<file path="config.mk">
export PLATFORM = sky130hd
export DESIGN_NAME = qds_div
export DESIGN_NICKNAME = d
export VERILOG_FILES = /design/src/rtl/qds_div.sv
export SDC_FILE = /design/constraint.sdc
export NUM_CORES = 1
export LEC_CHECK = 0
export BUFFER_PORTS_ARGS = -buffer_cell sky130_fd_sc_hd__buf_2
export CAP_MARGIN = 30
export CORE_UTILIZATION = 50
export CTS_CLUSTER_DIAMETER = 200
export DETAILED_ROUTE_END_ITERATION = 16
export GPL_TIMING_DRIVEN = 0
export PLACE_DENSITY = 0.78
export SYNTH_ARGS = -nofsm -noshare
export SYNTH_HDL_FRONTEND = slang
export SYNTH_SLANG_ARGS = --single-unit
</file>
<file path="constraint.sdc">
create_clock -name clk -period 2.9 [get_ports clk]
set_input_delay 0.725 -clock clk [delete_from_list [all_inputs] [get_ports clk]]
set_output_delay 0.725 -clock clk [all_outputs]
set_load 0.03 [all_outputs]
</file>
<file path="src/rtl/qds_div.sv">
// qds_div: restoring bit-serial divider, one quotient bit per cycle.
// Depends on nothing.
module qds_div #(
    parameter int unsigned NW = 40,
    parameter int unsigned DW = 40
) (
    input  logic          clk,
    input  logic          rst_n,
    input  logic          start,
    input  logic [NW-1:0] num,
    input  logic [DW-1:0] den,
    output logic          busy,
    output logic          done,
    output logic [NW-1:0] quo,
    output logic [DW-1:0] rem
);
    localparam int unsigned CW = $clog2(NW + 1);
    logic [CW-1:0] cnt_reg, cnt_next;
    logic [NW-1:0] q_reg, q_next;
    logic [DW:0]   r_reg, r_next;
    logic [DW-1:0] d_reg;
    logic          busy_reg, busy_next, done_reg;
    logic [DW:0]   trial;
    logic [DW+1:0] diff;

    assign trial = {r_reg[DW-1:0], q_reg[NW-1]};
    assign diff  = {1'b0, trial} - {2'b00, d_reg};

    always_comb
    begin
        cnt_next  = cnt_reg;
        q_next    = q_reg;
        r_next    = r_reg;
        busy_next = busy_reg;
        if (start)
        begin
            cnt_next  = CW'(NW);
            q_next    = num;
            r_next    = '0;
            busy_next = 1'b1;
        end
        else if (busy_reg)
        begin
            // shift one numerator bit in, subtract when it fits
            if (!diff[DW+1])
            begin
                r_next = diff[DW:0];
                q_next = {q_reg[NW-2:0], 1'b1};
            end
            else
            begin
                r_next = trial;
                q_next = {q_reg[NW-2:0], 1'b0};
            end
            cnt_next = cnt_reg - 1'b1;
            if (cnt_reg == CW'(1))
                busy_next = 1'b0;
        end
    end

    always_ff @(posedge clk or negedge rst_n)
    begin
        if (!rst_n)
        begin
            cnt_reg  <= '0;
            busy_reg <= 1'b0;
            done_reg <= 1'b0;
        end
        else
        begin
            cnt_reg  <= cnt_next;
            busy_reg <= busy_next;
            done_reg <= busy_reg && !busy_next;
        end
    end

    always_ff @(posedge clk)
    begin
        q_reg <= q_next;
        r_reg <= r_next;
        if (start)
            d_reg <= den;
    end

    assign busy = busy_reg;
    assign done = done_reg;
    assign quo  = q_reg;
    assign rem  = r_reg[DW-1:0];
endmodule

</file>
==> results of run 1 <==
-- worst max-delay path, stage by stage, from the launching register on --
cell	delay [ns]
dfxtp_1	0.38
ha_4	0.30
and3_4	0.18
or3b_4	0.38
a211o_1	0.28
nand3_1	0.10
a21bo_2	0.17
a41oi_2	0.12
nor3b_4	0.20
buf_12	0.16
buf_12	0.14
nor3_2	0.21
a21oi_1	0.07
a211oi_2	0.20
-- Yosys cell counts, types with 7 or more instances --
library cell	number
a31oi_1	7
nor3_1	9
a21oi_1	69
edfxtp_1	80
xnor2_1	24
dfxtp_1	40
ha_1	42
nand3_1	12
a21o_1	23
mux2_2	40
and3_1	9
inv_1	50
clkbuf_1	28
dfrtp_1	8
nand2b_1	8
nand2_1	43
nor2_1	67
mux2i_1	7
a211oi_1	26
o21ai_0	32
xor2_1	12
-- final cells by class --
type / instances / area [sq um]
plain buffers: 28 / 171
clock buffers: 17 / 425
multi-input cells: 504 / 4010
well taps: 180 / 225
repair buffers: 195 / 1120
clock inverters: 15 / 165
fillers: 1042 / 4320
flip-flops and latches: 128 / 3410
inverters: 50 / 188
-- power by group through the flow --
stage               Clock (uW)  Sequential (uW)  Combinational, uW
detailed placement           0             2760               4470
CTS                       2190             2770               5000
global placement             0             2750               4400
finish                    2170             2810               5670
floorplan                    0             3320               2770
global route              2260             2870               6110
-- metal layers --
layer	vias to the layer above	share of wire, %	track usage, %
li1	3046	-	-
met2	285	49	46.1
met3	57	6.9	6.23
met5	-	0	0
met4	0	3.1	13.5
met1	3035	41	30.4
-- timing repair --
item                                    in CTS  in global routing
endpoints found under the setup margin      41                 41
setup buffers                               19                  9
pin swaps                                   33                 29
hold buffers                                 0                  0
gates cloned                                 1                  1
resized for setup                           59                 82
-- through the flow --
stage | instance area (sq um) | setup TNS (ns)
global route | 9720 | -2.49
floorplan | 7290 | -0.00767
global placement | 8340 | -56.75
detailed placement | 8360 | -18.68
CTS | 9350 | -0.242
finish | 9720 | -0.514
-- path summary, 6_finish.rpt --
| path | from | to | slack (ns) |
|---|---|---|---|
| max | r_reg[6] | r_reg[8] | -0.08 |
| min | rst_n | cnt_reg[0] | 0.13 |
| max reg2reg | r_reg[6] | r_reg[8] | -0.08 |
| min reg2reg | r_reg[0] | r_reg[0] | 0.51 |
| max in group asynchronous | rst_n | cnt_reg[5] | 2.60 |
| min in group clk | den[9] | d_reg[9] | 0.47 |
-- kinds of logic (layout without fill, tap and decap cells) --
family / Yosys count / after routing
AO/OA/AOI/OAI: 207 / 207
XOR/XNOR: 36 / 36
adder cells (fa/ha/maj): 43 / 43
buffers and inverters: 87 / 305
flip-flops: 128 / 128
multiplexers: 47 / 47
AND/OR/NAND/NOR: 171 / 171
-- cell usage in the layout, fill, tap and decap left out, types with 5 or more instances in the layout --
cell / instances
buf_2: 164
edfxtp_1: 80
nor2_1: 59
a21oi_1: 50
inv_1: 41
nand2_1: 41
mux2_2: 40
dfxtp_1: 31
buf_4: 25
xnor2_1: 24
a21o_1: 23
ha_1: 22
clkbuf_1: 21
o21ai_0: 18
clkbuf_16: 18
a21oi_2: 17
a211oi_1: 17
o21ai_1: 16
ha_4: 14
nand3_1: 12
xor2_1: 11
a211oi_2: 10
inv_2: 9
dfxtp_2: 9
nor3_1: 8
nand2b_1: 8
dfrtp_1: 8
nand4_1: 6
and3_1: 6
mux2i_1: 6
nor2_4: 6
ha_2: 6
a31oi_1: 5
nor2b_1: 5
a32oi_1: 5
o21bai_1: 5
clkinv_1: 5
==> impl_metrics.csv, run 1 <==
group,metric,value,unit
run_status,outcome,"finished with violations",
run_status,violations,"setup timing",
cts,cts_buffers,17,
sta,finalWorstSetupSlack,-0.0751,ns
placed_design,place_hpwl,13400,um
grt,track_usage,26.5,%
logic_synthesis,synth_top_area_share,33.0,%
die,placeableCoreArea,14000,sq um
die,rows,43,
power,switching_share,42.4,%
drt,drt_pass1_iterations,6,
sta,worst_slew_pin_slew,0.813,ns
power,vdd_drop_max,0.000584,V
logic_synthesis,ys_warn_count,0,
grt,grt_pass1_wl,30300,um
grt,grt_pass1_vias,6378,
worst_setup_path,crit_type,"flip-flop to flip-flop",
logic_synthesis,ys.flop_type,"edfxtp_1",
sta,fin_hold_ws,0.130,ns
logic_synthesis,synth_mux_area_share,7.16,%
layout,final_nets,1050,
die,die_w,123,um
logic_synthesis,synth_compound_area_share,18.4,%
die,die_area,15000,sq um
logic_synthesis,synth_top_cell_by_area,"edfxtp_1",
logic_synthesis,synth_cell_types,60,
logic_synthesis,synth_area,7270,sq um
cts,htreeDepth,4,
die,start_util,51.8,%
layout,drive_gt1_share,39.2,%
logic_synthesis,synth_top_family_by_area,"compound AO/OA/AOI/OAI gates",
sta,max_freq,0.336,GHz
logic_synthesis,ys_ff_latch,128,
logic_synthesis,synth_edf_count,80,
sta,slew_viol_final,0,
power,powerDensity,1100,nW/um^2
logic_synthesis,synth_area_per_cell,10.1,sq um
power,p_clk_share,20.4,%
worst_setup_path,worst_setup_path_start_kind,"flip-flop",
grt,antenna_found_initial,0,
sta,period_share,103,%
power,p_leak,0.00432,uW
sta,rsz0062_at_grt,"yes",
die,ios,165,
layout,areaGrowthSynthToFinish,33.7,%
logic_synthesis,syn_inst,719,
logic_synthesis,synthSimpleGateAreaFrac,11.0,%
drt,routed_wl,19800,um
layout,utilization,69.2,%
worst_setup_path,crit_arrival,3.33,ns
power,power_frac_seq,26.4,%
worst_setup_path,reg2regPathDepth,13,
placed_design,dp_cells,1064,
cts,cts_tree,"done",
worst_setup_path,worstPathRequired,3.26,ns
drt,drtIter0Drc,408,
cts,cts_buffer_depth,2,
logic_synthesis,synthXorXnorAreaFrac,4.34,%
cts,clock_latency,0.43,ns
worst_setup_path,end_kind,"flip-flop",
power,intPower,6140,uW
sta,fin_skew,0.0104,ns
layout,final_cell_count_no_fill,1117,
logic_synthesis,synth_nets,845,
drt,drt.antenna.violating_nets,0,
cts,clock_sinks,128,
grt,grt-ovfl-total,0,
logic_synthesis,async_flop_share,6.25,%
placed_design,place_ws,-0.313,ns
sta,slew_headroom,45.8,%
min_path,hold_class,"primary input to asynchronous set/reset pin",
layout,antennaDiodeCount,0,
logic_synthesis,synth_top_cells_by_area,"edfxtp_1 33%, dfxtp_1 11%, ha_1 7.2%",
run,drv_cap,0,
power,power_frac_comb,53.2,%
drt,wl_per_cell,17.7,um
placed_design,routabilityCongestion,0.892,
drt,drc,0,
power,total_switching_power,4520,uW
power,design_power_total,10700,uW
die,die-height,123,um
worst_setup_path,crit_fanout,7,
logic_synthesis,yosysSeqAreaShare,46.8,%
placed_design,numPortBuffers,164,
cts,clk_pin_slew_worst_paths,0.06,ns
logic_synthesis,synth_fa_ha_area_share,7.50,%
drt,drt-vias-per-instance,5.75,
grt,grt_max_degree,41,
sta,setup-violations-final,14,
sta,hold_violations,0,
sta,fin_crit,2.98,ns
drt,vias,6423,
cts,ctsRootBufferMaster,"clkbuf_16",
Note: power is estimated with default switching activity, not from simulation.
==> run 2: changes to the inputs <==
ABC_AREA = 1   (was default)
CORE_UTILIZATION = 51   (was 50)
PLACE_DENSITY = 0.88   (was 0.78)
==> run 2 against run 1 <==
  * The flow now finishes without violations
  * Count of clock-buffer cells in the layout up 2
  * First-iteration DRC count up 81%
  * Worst hold slack got worse by 0.0066 ns
  * Global-route usage up 5.0 points
  * Fmax is 10% higher
  * Die area is 16% higher
==> impl_metrics.csv, run 2 <==
group,metric,value,unit
logic_synthesis,synth_top_area_share,27.9,%
layout,utilization,62.4,%
worst_setup_path,crit_type,"flip-flop to flip-flop",
logic_synthesis,ys_ff_latch,128,
grt,grt_pass1_wl,42000,um
drt,drtIter0Drc,737,
logic_synthesis,ys_warn_count,0,
cts,cts-hold-fix-buffers,0,
logic_synthesis,synth_nets,1403,
die,start_util,52.0,%
sta,fin_skew,0.0155,ns
die,rows,47,
logic_synthesis,synth_top_cells_by_area,"edfxtp_1 28%, nand2_1 23%, inv_1 11%",
drt,routed_wl,26500,um
sta,period_share,93.0,%
grt,grt-ovfl-total,0,
cts,clock_latency,0.44,ns
logic_synthesis,synth_common_cells,"521 x nand2_1, 255 x inv_1, 85 x nand3_1, 80 x edfxtp_1, 79 x nor2_1",
power,powerDensity,484,nW/um^2
die,ios,165,
cts,cts_buffer_depth,2,
logic_synthesis,async_flop_share,6.25,%
drt,drt_pass1_iterations,5,
logic_synthesis,synth_area_per_cell,6.73,sq um
drt,drt.antenna.violating_nets,0,
sta,slew_viol_final,0,
sta,fin_crit,2.70,ns
layout,drive_gt1_share,14.6,%
worst_setup_path,worstPathRequired,3.21,ns
die,die-height,132,um
sta,hold_violations,0,
grt,antenna_found_initial,0,
sta,setup-violations-final,0,
worst_setup_path,cp_cell_sequence,"ha_1, nand2_1, inv_1, nand2_1, nand2_1, nand2_1, nand2_1, inv_1, nand2_1, nand2_2, clkbuf_1, nand4_1, nand3_1, nand2_1",
cts,htreeDepth,4,
worst_setup_path,slowest_stage,"clkbuf_1",
grt,grt_pass1_vias,8393,
logic_synthesis,synth_area,8600,sq um
cts,cts_tree,"done",
min_path,hold_class,"primary input to asynchronous set/reset pin",
cts,clk_pin_slew_worst_paths,0.07,ns
logic_synthesis,synth_edf_count,80,
worst_setup_path,crit_arrival,3.01,ns
logic_synthesis,yosysSeqAreaShare,39.6,%
worst_setup_path,worst_setup_path_start_kind,"flip-flop",
run_status,outcome,"finished, final reports clean",
drt,drt-vias-per-instance,5.07,
layout,antennaDiodeCount,0,
layout,final_nets,1587,
power,vdd_drop_max,0.000412,V
logic_synthesis,ys.flop_type,"edfxtp_1",
drt,drc,0,
sta,rsz0062_at_grt,"no",
logic_synthesis,yosys.cell_count.top_type,"nand2_1",
grt,grt_max_degree,42,
die,die_w,132,um
run,drv_cap,0,
logic_synthesis,synth_top_cell_by_area,"edfxtp_1",
worst_setup_path,path_common_cell,"nand2_1",
layout,final_cell_mix,"521 x nand2_1, 255 x inv_1, 169 x buf_2",
cts,clock_sinks,128,
cts,ctsRootBufferMaster,"clkbuf_16",
sta,fin_hold_ws,0.123,ns
worst_setup_path,end_kind,"flip-flop",
sta,max_freq,0.371,GHz
cts,cts_buffers,17,
sta,slew_headroom,47.1,%
drt,vias,8587,
placed_design,place_hpwl,20600,um
die,placeableCoreArea,16500,sq um
worst_setup_path,slowest_delay,0.48,ns
layout,areaGrowthSynthToFinish,20.0,%
drt,wl_per_cell,15.6,um
logic_synthesis,syn_inst,1277,
placed_design,numPortBuffers,164,
grt,track_usage,31.6,%
sta,worst_slew_pin_slew,0.793,ns
layout,layout_commonest_cell,"nand2_1",
placed_design,routabilityCongestion,0.987,
power,p_leak,0.00580,uW
logic_synthesis,synth_cell_types,35,
die,die_area,17400,sq um
worst_setup_path,crit_fanout,10,
==> run 2: where the power goes <==
| group | switching (uW) | leakage [uW] | total (uW) | internal [uW] |
|---|---|---|---|---|
| logic | 453 | 0.00426 | 663 | 210 |
| clock network | 894 | 0.000287 | 2200 | 1310 |
| registers | 61.8 | 0.00125 | 2120 | 2060 |
==> run 2: cells by family after synthesis <==
logic type / count (synthesis) / synth area share (%)
AND/OR/NAND/NOR: 744 / 35.7
flip-flops: 128 / 39.6
buffers and inverters: 286 / 12.9
XOR/XNOR: 15 / 1.53
AO/OA/AOI/OAI: 61 / 3.93
adder cells (fa/ha/maj): 43 / 6.35
==> run 2: layer usage <==
metal / share of wire [%] / vias up / global-route usage (%)
met2: 47 / 376 / 52.4
met3: 7.4 / 50 / 6.61
met5: 0 / - / 0
li1: - / 4331 / -
met4: 3.1 / 0 / 13.2
met1: 43 / 3830 / 39.9
==> run 2: worst max-delay path, delay by kind of cell (launching register included) <==
kind | cells | cell delay, ns
and+or+nand+nor | 10 | 1.17
DFF | 1 | 0.36
buffers and inverters | 3 | 0.61
adders and majority gates | 1 | 0.41
==> run 2: repair_timing <==
action                                  4_1_cts  5_1_grt
buffers inserted                              0        0
gates resized for setup                       1        0
endpoints found under the setup margin       25        0
==> run 2: final timing paths <==
path                                 from         end  slack [ns]  cells after the start
worst min register to register  r_reg[24]   r_reg[24]        0.49                      2
worst max-delay path            r_reg[19]   r_reg[28]        0.20                     14
min in group clk                  den[13]   d_reg[13]        0.46                      1
max in group asynchronous           rst_n  cnt_reg[1]        2.60                      1
worst min-delay path                rst_n  cnt_reg[4]        0.12                      1
worst max register to register  r_reg[19]   r_reg[28]        0.20                     14
==> run 2: layout make-up <==
type	instances	area [sq um]
fillers	1510	6210
well taps	220	275
clock inverters	13	153
repair buffers	165	843
inverters	256	961
flip-flops and latches	128	3400
plain buffers	30	150
multi-input cells	863	4080
clock buffers	19	443
==> run 2: per-stage QoR <==
step                power, uW  setup TNS (ns)  area [sq um]  std cells  setup WS (ns)
floorplan                2570               0          8600       1277         0.0554
global placement         2800          -80.24          9700       1661          -1.53
detailed placement       2820          -27.15          9710       1662         -0.498
CTS                      5000               0         10300       1694          0.259
global route             5150               0         10300       1694         0.0510
finish                   4990               0         10300       1694          0.202
