**config.mk**
```make
export PLATFORM = sky130hd
export DESIGN_NAME = qds_mul
export DESIGN_NICKNAME = d
export VERILOG_FILES = /design/src/rtl/qds_mul.sv
export SDC_FILE = /design/constraint.sdc
export NUM_CORES = 1
export LEC_CHECK = 0
export BUFFER_PORTS_ARGS = -buffer_cell sky130_fd_sc_hd__buf_2
export CORE_AREA = 2 2 99 101
export CTS_BUF_LIST = sky130_fd_sc_hd__clkbuf_16
export DETAILED_ROUTE_END_ITERATION = 10
export DIE_AREA = 0 0 101 103
export PLACE_DENSITY = 0.84
export SETUP_SLACK_MARGIN = 0.4
export SLEW_MARGIN = 40
export SYNTH_ARGS = -nofsm -noshare
export SYNTH_HDL_FRONTEND = slang
export SYNTH_SLANG_ARGS = --single-unit
```
**constraint.sdc**
```tcl
create_clock -name clk -period 4.7 [get_ports clk]
set_input_delay 0.705 -clock clk [delete_from_list [all_inputs] [get_ports clk]]
set_output_delay 0.705 -clock clk [all_outputs]
set_load 0.1 [all_outputs]
```
**src/rtl/qds_mul.sv**
```systemverilog
// qds_mul: shift-and-add multiplier, one multiplier bit per cycle.
// Depends on nothing.
module qds_mul #(
    parameter int unsigned AW = 33,
    parameter int unsigned BW = 7
) (
    input  logic             clk,
    input  logic             rst_n,
    input  logic             start,
    input  logic [AW-1:0]    a,
    input  logic [BW-1:0]    b,
    output logic             done,
    output logic [AW+BW-1:0] prod
);
    localparam int unsigned CW = $clog2(BW + 1);
    logic [CW-1:0]    cnt_reg;
    logic             busy_reg, done_reg;
    logic [AW+BW-1:0] acc_reg, sh_reg;
    logic [BW-1:0]    b_reg;

    always_ff @(posedge clk or negedge rst_n)
    begin
        if (!rst_n)
        begin
            cnt_reg  <= '0;
            busy_reg <= 1'b0;
            done_reg <= 1'b0;
        end
        else
        begin
            done_reg <= 1'b0;
            if (start)
            begin
                cnt_reg  <= CW'(BW);
                busy_reg <= 1'b1;
            end
            else if (busy_reg)
            begin
                cnt_reg <= cnt_reg - 1'b1;
                if (cnt_reg == CW'(1))
                begin
                    busy_reg <= 1'b0;
                    done_reg <= 1'b1;
                end
            end
        end
    end

    always_ff @(posedge clk)
    begin
        if (start)
        begin
            acc_reg <= '0;
            sh_reg  <= {{BW{1'b0}}, a};
            b_reg   <= b;
        end
        else if (busy_reg)
        begin
            if (b_reg[0])
                acc_reg <= acc_reg + sh_reg;
            sh_reg <= {sh_reg[AW+BW-2:0], 1'b0};
            b_reg  <= b_reg >> 1;
        end
    end

    assign done = done_reg;
    assign prod = acc_reg;
endmodule

```
==> flow_metrics.tcl, run 1 <==
set metrics [dict create \
    drc 0 \
    crit_fanout 5 \
    cp.required_ns 4.97 \
    path_clk_slew_ns 0.07 \
    tightestPinTransition_ns 0.669 \
    max_stage_delay_ns 0.41 \
    slew-limit-headroom_pct 55.4 \
    peakVddDrop_v 0.000284 \
    grt.overflow.total 0 \
    finalClockSkew_ns 0.00803 \
    p_seq_share_pct 31.0 \
    worstHoldPathType "primary input to asynchronous set/reset pin" \
    cts_tree "yes" \
    hold_viol_final 0 \
    layout-drive-gt1-share_pct 23.5 \
    synth-seq-area-share_pct 39.9 \
    synth_fp_nets 680 \
    cts_sinks 92 \
    ys_warn_count 0 \
    gp_congestion 0.948 \
    hold_buffers 0 \
    netlist_area_um2 5680 \
    vias 4685 \
    worst_slack_ns 1.60 \
    initial_core_util_pct 60.1 \
    synth-edff-count 40 \
    slew_viol_final 0 \
    hpwl_um 9240 \
    synthCells 595 \
    power_frac_comb_pct 48.9 \
    ant_nets 0 \
    critical_path_arrival_ns 3.37 \
    dpl_worst_slack_ns 1.66 \
    grt_max_degree 41 \
    criticalPathCategory "flop to flop" \
    max_freq_ghz 0.323 \
    power_leakage_nw 2.99 \
    async_reset_ff_share_pct 5.43 \
    internal-power_mw 1.83 \
    cp_cell_sequence "ha_1, fa_1, a21oi_1, o21ai_1, a21oi_1, o21ai_0, a211oi_2, nor4_1, or2_4, a311o_1, o211ai_1" \
    status "finished clean" \
    ys_types 63 \
    antenna_found_initial 0 \
    synth_top_area_cell "edfxtp_1" \
    p_per_area_nw_per_um2 525 \
    cts_max_level 3 \
    die_area_um2 10400 \
    numCtsBuffers 9 \
    clk_latency_ns 0.34 \
    diodes 0 \
    root_buffer "clkbuf_16" \
    rows 36 \
    io_buffers 83 \
    nets 748 \
    core_area_um2 9460 \
    crit_family "compound AO/OA/AOI/OAI gates" \
    cts-resized-gates 0 \
    wire_per_inst_um 16.6 \
    setup_tns_ns 0 \
    postCtsSetupRepairBufs 0 \
    cap_violations 0 \
    dieWidth_um 101 \
    grt.total_usage_pct 25.8 \
    final_area_um2 6420 \
    synthTopCellsByArea "edfxtp_1 (21%), dfxtp_1 (17%), ha_1 (9.0%)" \
    ys_ff_latch 92 \
    ctsLongestPathBuffers 2 \
    cp-start-kind "flop" \
    layout_min_cycle_time_ns 3.10 \
    p_clk_share_pct 20.1 \
    final.period_utilization_pct 65.9 \
    cp-end-kind "flop" \
    syn_area_per_cell_um2 9.55 \
    die_h_um 103 \
    place_area_um2 6150 \
    p_sw_share_pct 45.8 \
    synth_top_area_share_pct 21.1 \
    wl_um 13000 \
    io_pins 84 \
    switching_power_mw 1.54 \
    vias_per_cell 5.99 \
    synthFlopType "dfxtp_1" \
    dr.pass1.iters 4 \
    setup-violations-final 0 \
    crit_top_cell "a21oi_1" \
    grt_pass1_wl_um 21400 \
    area_delta_synth_final_pct 13.0 \
    grt_pass1_vias 4629 \
    fillCellCount 786 \
    grt_setup_unrepaired "false" \
    cp_slowest_cell "fa_1" \
    drt_iter0_drc 154 \
    crit_buf_inv 0 \
]
==> metrics by stage <==
| stage | utilization [%] | total power, mW | std cells | hold WS [ns] |
|---|---|---|---|---|
| 2_1_floorplan | - | 2.41 | 595 | 0.409 |
| 3_3_place_gp | 64.9 | 2.66 | 766 | 0.457 |
| 3_5_place_dp | 65.0 | 2.69 | 766 | 0.465 |
| 4_1_cts | 67.9 | 3.37 | 782 | 0.167 |
| 5_1_grt | 67.9 | 3.54 | 782 | 0.170 |
| 6_report | 67.9 | 3.37 | 782 | 0.167 |
==> power groups by stage <==
| stage | Clock, mW | Combinational, mW | Sequential, mW |
|---|---|---|---|
| final | 0.678 | 1.65 | 1.05 |
| after global routing | 0.712 | 1.77 | 1.06 |
| after CTS | 0.680 | 1.64 | 1.05 |
| after detailed placement | 0 | 1.62 | 1.06 |
| after global placement | 0 | 1.60 | 1.06 |
| after floorplan | 0 | 0.835 | 1.57 |
==> layout make-up <==
cell class	count	area [um^2]	share of cell area, %
multi-input combinational	464	3260	50.7
sequential	92	2270	35.3
tap	114	143	2.22
clock inverter	6	23.8	0.370
timing repair buffer	87	445	6.94
clock buffer	10	250	3.90
inverter	9	33.8	0.526
==> final timing paths <==
check / from / end / slack [ns] / cells after the start
max: sh_reg[0] / prod[36] / 1.60 / 11
min: rst_n / cnt_reg[0] / 0.17 / 1
max reg2reg: sh_reg[0] / prod[36] / 1.60 / 11
min reg2reg: prod[29] / prod[29] / 0.47 / 2
max in group asynchronous: rst_n / done / 4.41 / 1
min in group clk: prod[29] / prod[29] / 0.47 / 2
==> cell families after synthesis <==
family / after synthesis / share of synthesized area (%)
buf+inv: 39 / 2.80
compound gates: 171 / 19.8
xor+xnor: 28 / 4.32
simple gates: 175 / 14.4
mux: 48 / 9.32
flops: 92 / 39.9
fa+ha+maj: 42 / 9.38
==> routing by layer <==
| metal | vias to the layer above | part of all wire [%] | track usage, % |
|---|---|---|---|
| met2 | 119 | 50 | 45.2 |
| met4 | 0 | 1.4 | 8.52 |
| li1 | 2312 | - | - |
| met5 | - | 0 | 0 |
| met3 | 16 | 4.4 | 4.47 |
| met1 | 2238 | 44 | 32.4 |
==> cells in the final DEF, fill, tap and decap left out, drive strengths merged, types with 23 or more instances in the layout <==
cell	count
buf	87
nand2	77
a21oi	68
dfxtp	47
ha	41
edfxtp	40
mux2	39
nor2	34
o21ai	31
a21o	23
==> cells in the mapped netlist, drive strengths merged, types with 2 or more instances <==
cell type,instances
a311o,3
a211o,2
clkbuf,22
dfrtp,5
nand3b,6
a31oi,7
a22o,2
o22ai,3
nand3,9
o21a,5
dfxtp,47
inv,9
a31o,4
ha,41
mux2i,9
nor2,34
nand2,77
a221o,2
edfxtp,40
and2,6
a21oi,68
buf,8
xnor2,20
a211oi,4
a21o,23
nand2b,7
and3,8
xor2,8
or3,3
nor3,4
o21ai,31
nor2b,4
a2111oi,2
a311oi,2
o21bai,6
nand4,8
mux2,39
or2,5
==> worst register-to-register path: cells and delay by family, from the launching register on <==
| family | cells | cell delay [ns] |
|---|---|---|
| adders and majority gates | 2 | 0.64 |
| and+or+nand+nor | 2 | 0.36 |
| DFF | 1 | 0.40 |
| AOI/OAI and AO/OA | 7 | 1.61 |
No activity file was read; power rests on OpenSTA's default activity.
==> run 2: changes to the inputs <==
--- a/config.mk
+++ b/config.mk
@@ -5,12 +5,13 @@
 export SDC_FILE = /design/constraint.sdc
 export NUM_CORES = 1
 export LEC_CHECK = 0
+export ABC_AREA = 1
 export BUFFER_PORTS_ARGS = -buffer_cell sky130_fd_sc_hd__buf_2
-export CORE_AREA = 2 2 99 101
+export CORE_AREA = 2 2 115 117
 export CTS_BUF_LIST = sky130_fd_sc_hd__clkbuf_16
 export DETAILED_ROUTE_END_ITERATION = 10
-export DIE_AREA = 0 0 101 103
-export PLACE_DENSITY = 0.84
+export DIE_AREA = 0 0 117 119
+export PLACE_DENSITY = 0.76
 export SETUP_SLACK_MARGIN = 0.4
 export SLEW_MARGIN = 40
 export SYNTH_ARGS = -nofsm -noshare
==> constraint.sdc (replaced) <==
create_clock -name clk -period 2.6 [get_ports clk]
set_input_delay 0.39 -clock clk [delete_from_list [all_inputs] [get_ports clk]]
set_output_delay 0.39 -clock clk [all_outputs]
set_load 0.1 [all_outputs]
==> flow_metrics.tcl, run 2 <==
set metrics [dict create \
    status "finished clean" \
    ys_types 35 \
    synth_common_cells "nand2_1 (352), nor2_1 (149), inv_1 (139)" \
    async_reset_ff_share_pct 5.43 \
    gp_congestion 0.942 \
    synth_top_area_cell "nand2_1" \
    critical_path_arrival_ns 2.37 \
    drt_iter0_drc 445 \
    vias 6320 \
    synthTopCellsByArea "nand2_1 (20%), edfxtp_1 (18%), dfxtp_1 (14%)" \
    max_freq_ghz 0.476 \
    crit_top_cell "nand2_1" \
    ys_ff_latch 92 \
    cap_violations 0 \
    slew_viol_final 0 \
    cp-end-kind "flop" \
    io_pins 84 \
    layout_common_cells "nand2_1 (346), nor2_1 (148), inv_1 (140)" \
    power_frac_comb_pct 39.4 \
    clk_latency_ns 0.36 \
    cp-endpoint "prod[30]" \
    p_per_area_nw_per_um2 658 \
    layout_commonest_cell "nand2_1" \
    root_buffer "clkbuf_16" \
    crit_fanout 3 \
    dr.pass1.iters 5 \
    top_layer "met4" \
    wl_met2_um 7590 \
    die_area_um2 13900 \
    criticalPathCategory "flop to flop" \
    cp_num_cells 13 \
    ant_nets 0 \
    cp-startpoint "sh_reg[0]" \
    postLayoutCoreUtil_pct 59.8 \
    cts_sinks 92 \
    synthFlopType "dfxtp_1" \
    grt.overflow.total 0 \
    wire_per_inst_um 13.2 \
    ys_warn_count 0 \
    cp-start-kind "flop" \
    finalClockSkew_ns 0.0135 \
    grt_max_degree 72 \
    switching_power_mw 2.20 \
    peakVddDrop_v 0.000360 \
    area_delta_synth_final_pct 16.5 \
    layout-drive-gt1-share_pct 19.4 \
    reg2reg_from "sh_reg[0]" \
    die_h_um 119 \
    io_buffers 83 \
    internal-power_mw 2.87 \
    worst_slack_ns 0.497 \
    crit_family "simple AND/OR/NAND/NOR gates" \
    r2r-end "prod[30]" \
    grt_setup_unrepaired "true" \
    dpl_worst_slack_ns 0.394 \
    yosysMostFrequentCell "nand2_1" \
    setup-violations-final 0 \
    place_area_um2 7250 \
    netlist_area_um2 6610 \
    cp_slowest_cell "edfxtp_1" \
    synth_fp_nets 1095 \
    core_area_um2 12900 \
    tightestPinTransition_ns 0.761 \
    crit_buf_inv 2 \
    max_stage_delay_ns 0.45 \
    wl_um 16900 \
    hpwl_um 12500 \
    layout_min_cycle_time_ns 2.10 \
    grt.total_usage_pct 25.2 \
    final_area_um2 7700 \
    synthCells 1010 \
    grt_pass1_wl_um 27700 \
    numCtsBuffers 9 \
    path_clk_slew_ns 0.07 \
    cp.required_ns 2.86 \
    drc 0 \
    cts_tree "yes" \
    regToRegSetupSlack_ns 0.50 \
    dieWidth_um 117 \
    p_seq_share_pct 35.5 \
    cp_cell_sequence "ha_4, fa_2, buf_4, nand2_1, nand3_4, nand2_2, nand3_4, nand2_4, nand2_1, nand2_1, nand3_1, nand2_1, inv_1" \
    setup_tns_ns 0 \
    initial_core_util_pct 51.3 \
    slew-limit-headroom_pct 49.3 \
    hold_viol_final 0 \
    rows 42 \
    synth-edff-count 40 \
    grt_pass1_vias 5792 \
    nets 1180 \
    syn_area_per_cell_um2 6.54 \
    antenna_found_initial 0 \
    vias_per_cell 4.95 \
    power_leakage_nw 4.33 \
    p_sw_share_pct 43.4 \
    synth-seq-area-share_pct 34.3 \
    drt-met1-wl_um 8080 \
    p_clk_share_pct 25.1 \
    worstRegToRegCells 13 \
    ctsLongestPathBuffers 2 \
    cts_max_level 3 \
    worstHoldPathType "primary input to flop" \
    diodes 0 \
    synth_top_area_share_pct 20.0 \
    final.period_utilization_pct 80.9 \
    wl_met3_um 908 \
]
## run 2: layout make-up
class	instances	area (um^2)
fillers	1213	5180
multi-input cells	750	3790
flip-flops and latches	92	2310
repair buffers	98	556
inverters	144	541
clock buffers	9	225
well taps	176	220
clock inverters	7	52.6
## run 2: worst min-delay path by stage
stage          start         to  slack [ns]  depth (start not counted)
2_1_floorplan  rst_n   busy_reg        0.09                          0
3_3_place_gp   rst_n       done        0.22                          1
3_5_place_dp   rst_n       done        0.21                          1
4_1_cts         b[6]   b_reg[6]        0.28                          3
5_1_grt         a[7]  sh_reg[7]        0.30                          3
6_report        b[6]   b_reg[6]        0.28                          3
## run 2: power by group through the flow
| stage | clock, mW | sequential [mW] | combinational, mW |
|---|---|---|---|
| after floorplan | 0 | 2.37 | 0.994 |
| after CTS | 1.29 | 1.80 | 1.94 |
| after global placement | 0 | 1.82 | 1.92 |
| final | 1.27 | 1.80 | 2.00 |
| after detailed placement | 0 | 1.83 | 1.93 |
| after global routing | 1.33 | 1.82 | 2.19 |
## run 2: kinds of logic (layout without fill, tap and decap cells)
group                      Yosys count  after routing  synth area share (%)
buffers and inverters              168            258                  9.96
DFF                                 92             92                  34.3
xor gates and xnor gates            22             22                  2.92
and+or+nand+nor                    585            585                  36.5
AOI/OAI and AO/OA                  101            101                  8.27
adders and majority gates           42             42                  8.07
## run 2: worst min-delay path: stages
cell     delay [ns]
buf_2          0.07
nand2_1        0.04
inv_1          0.04
## run 2: metal layers
| metal | vias up | GRT usage [%] |
|---|---|---|
| met5 | - | 0 |
| met4 | 0 | 8.38 |
| met3 | 21 | 3.26 |
| met2 | 154 | 39.6 |
| met1 | 2829 | 35.6 |
| li1 | 3316 | - |
## run 2: repair_timing
action                                  in CTS  in global routing
hold buffers                                 1                  0
setup buffers                                0                  7
endpoints found under the setup margin       2                 12
endpoints found under the hold margin        5                  0
gates resized for setup                      1                 24
pin swaps                                    0                  5
## run 2: stage by stage
stage	std cells	hold slack [ns]	power (mW)
finish	1276	0.283	5.07
global route	1276	0.303	5.34
CTS	1269	0.276	5.03
detailed placement	1252	0.215	3.76
global placement	1252	0.215	3.74
floorplan	1010	0.0944	3.36
==> run 3: changes to the inputs <==
--- a/config.mk
+++ b/config.mk
@@ -7,11 +7,11 @@
 export LEC_CHECK = 0
 export ABC_AREA = 1
 export BUFFER_PORTS_ARGS = -buffer_cell sky130_fd_sc_hd__buf_2
-export CORE_AREA = 2 2 115 117
+export CORE_AREA = 2 2 109 111
 export CTS_BUF_LIST = sky130_fd_sc_hd__clkbuf_16
 export DETAILED_ROUTE_END_ITERATION = 10
-export DIE_AREA = 0 0 117 119
-export PLACE_DENSITY = 0.76
+export DIE_AREA = 0 0 111 113
+export PLACE_DENSITY = 0.8
 export SETUP_SLACK_MARGIN = 0.4
 export SLEW_MARGIN = 40
 export SYNTH_ARGS = -nofsm -noshare
==> constraint.sdc (replaced) <==
create_clock -name clk -period 2.2 [get_ports clk]
set_input_delay 0.33 -clock clk [delete_from_list [all_inputs] [get_ports clk]]
set_output_delay 0.33 -clock clk [all_outputs]
set_load 0.1 [all_outputs]
==> flow_metrics.tcl, run 3 (same netlist as run 2, synthesis figures left out) <==
set metrics [dict create \
    worstHoldPathType "primary input to flop" \
    final.period_utilization_pct 93.3 \
    setup-violations-final 0 \
    cp-start-kind "flop" \
    clk_latency_ns 0.36 \
    dieWidth_um 111 \
    wl_um 20400 \
    drc 0 \
    grt.overflow.total 0 \
    area_delta_synth_final_pct 37.7 \
    setup_tns_ns 0 \
    layout-drive-gt1-share_pct 35.3 \
    numCtsBuffers 9 \
    worstRegToRegCells 12 \
    cp.required_ns 2.45 \
    holdPathEnd "sh_reg[0]" \
    max_freq_ghz 0.487 \
    rows 39 \
    vias_per_cell 5.40 \
    crit_fanout 4 \
    die_h_um 113 \
    criticalPathCategory "flop to flop" \
    cts_tree "yes" \
    io_buffers 83 \
    grt_max_degree 72 \
    place_area_um2 7580 \
    hold_viol_final 0 \
    io_pins 84 \
    cts_sinks 92 \
    r2r-end "prod[24]" \
    core_area_um2 11300 \
    layout_commonest_cell "nand2_1" \
    power_leakage_nw 4.77 \
    regToRegSetupSlack_ns 0.15 \
    dr.pass1.iters 5 \
    wire_per_inst_um 15.8 \
    hpwl_um 12900 \
    critical_path_arrival_ns 2.31 \
    die_area_um2 12500 \
    root_buffer "clkbuf_16" \
    status "finished clean" \
    antenna_found_initial 0 \
    slew_viol_final 0 \
    final_area_um2 9100 \
    grt.total_usage_pct 29.8 \
    ant_nets 0 \
    cap_violations 0 \
    slew-limit-headroom_pct 67.0 \
    path_clk_slew_ns 0.07 \
    gp_congestion 0.979 \
    reg2reg_from "sh_reg[15]" \
    drt_iter0_drc 549 \
    layout_min_cycle_time_ns 2.05 \
    nets 1229 \
    hold_path_depth 3 \
    p_per_area_nw_per_um2 754 \
    initial_core_util_pct 58.6 \
    cp-end-kind "flop" \
    grt_pass1_wl_um 30400 \
    grt_setup_unrepaired "true" \
    cts_max_level 3 \
    peakVddDrop_v 0.000811 \
    grt_pass1_vias 6405 \
    vias 6972 \
    min_from "a[0]" \
    tightestPinTransition_ns 0.498 \
    finalClockSkew_ns 0.0121 \
    ctsLongestPathBuffers 2 \
    diodes 0 \
    layout_common_cells "nand2_1 (287), inv_1 (133), nor2_1 (130)" \
]
run 3: cell count changes in the layout (fill, tap and decap cells not counted), sizes merged:
| cell | change |
|---|---|
| buf | +49 |
| clkinv | -3 |
| inv | +2 |
| clkinvlp | +1 |
run 3: power breakdown:
group	switching, mW	internal, mW	leakage (nW)
combinational	2.07	1.04	3.72
clock	0.760	0.797	0.142
sequential	0.198	1.99	0.908
run 3: worst max-delay path by stage:
stage	slack, ns	end	startpoint	cells past startpoint
CTS	0.27	prod[34]	sh_reg[6]	12
global route	0.004	prod[24]	sh_reg[15]	12
global placement	0.18	prod[24]	sh_reg[0]	14
finish	0.15	prod[24]	sh_reg[15]	12
detailed placement	0.14	prod[32]	sh_reg[0]	14
floorplan	0.29	prod[24]	prod[0]	14
run 3: layer usage:
metal / up-vias / routed length [um] / global-route usage, %
met2: 353 / 9810 / 49.2
met5: - / 0 / 0
li1: 3422 / - / -
met1: 3149 / 8530 / 40.0
met4: 0 / 485 / 8.17
met3: 48 / 1580 / 6.16
run 3: through the flow:
stage          hold slack [ns]  total power [mW]  instances  setup WS (ns)  utilization [%]
2_1_floorplan           0.0344              4.09       1010          0.290                -
3_3_place_gp             0.153              4.56       1224          0.178             67.3
3_5_place_dp             0.149              4.59       1224          0.144             67.3
4_1_cts                  0.221              6.52       1269          0.275             76.1
5_1_grt                  0.237              7.17       1292        0.00370             80.7
6_report                 0.223              6.86       1292          0.148             80.7
run 3: area by class of cell:
cell class,count,area (um^2)
multi-input cells,750,4740
flip-flops and latches,92,2410
fillers,741,2170
repair buffers,147,942
inverters,144,541
clock buffers,9,225
well taps,143,179
clock inverters,7,63.8
run 3: critical path, cell delays in order, from the launching register on:
cell and delay [ns]:
edfxtp_1 0.43, ha_4 0.32, nand2_1 0.10, inv_1 0.10, nand2_2 0.09, nor3_1 0.34, nand2_4 0.10, nand2_4 0.09
nand2_2 0.05, nand3_1 0.07, nand3_1 0.09, nand2_1 0.10, inv_1 0.05
run 3: timing repair:
item,CTS,global route
setup buffers,28,23
hold buffers,1,0
endpoints found under the hold margin,5,0
resized for setup,116,92
pin swaps,51,53
gates cloned,0,0
endpoints found under the setup margin,30,36
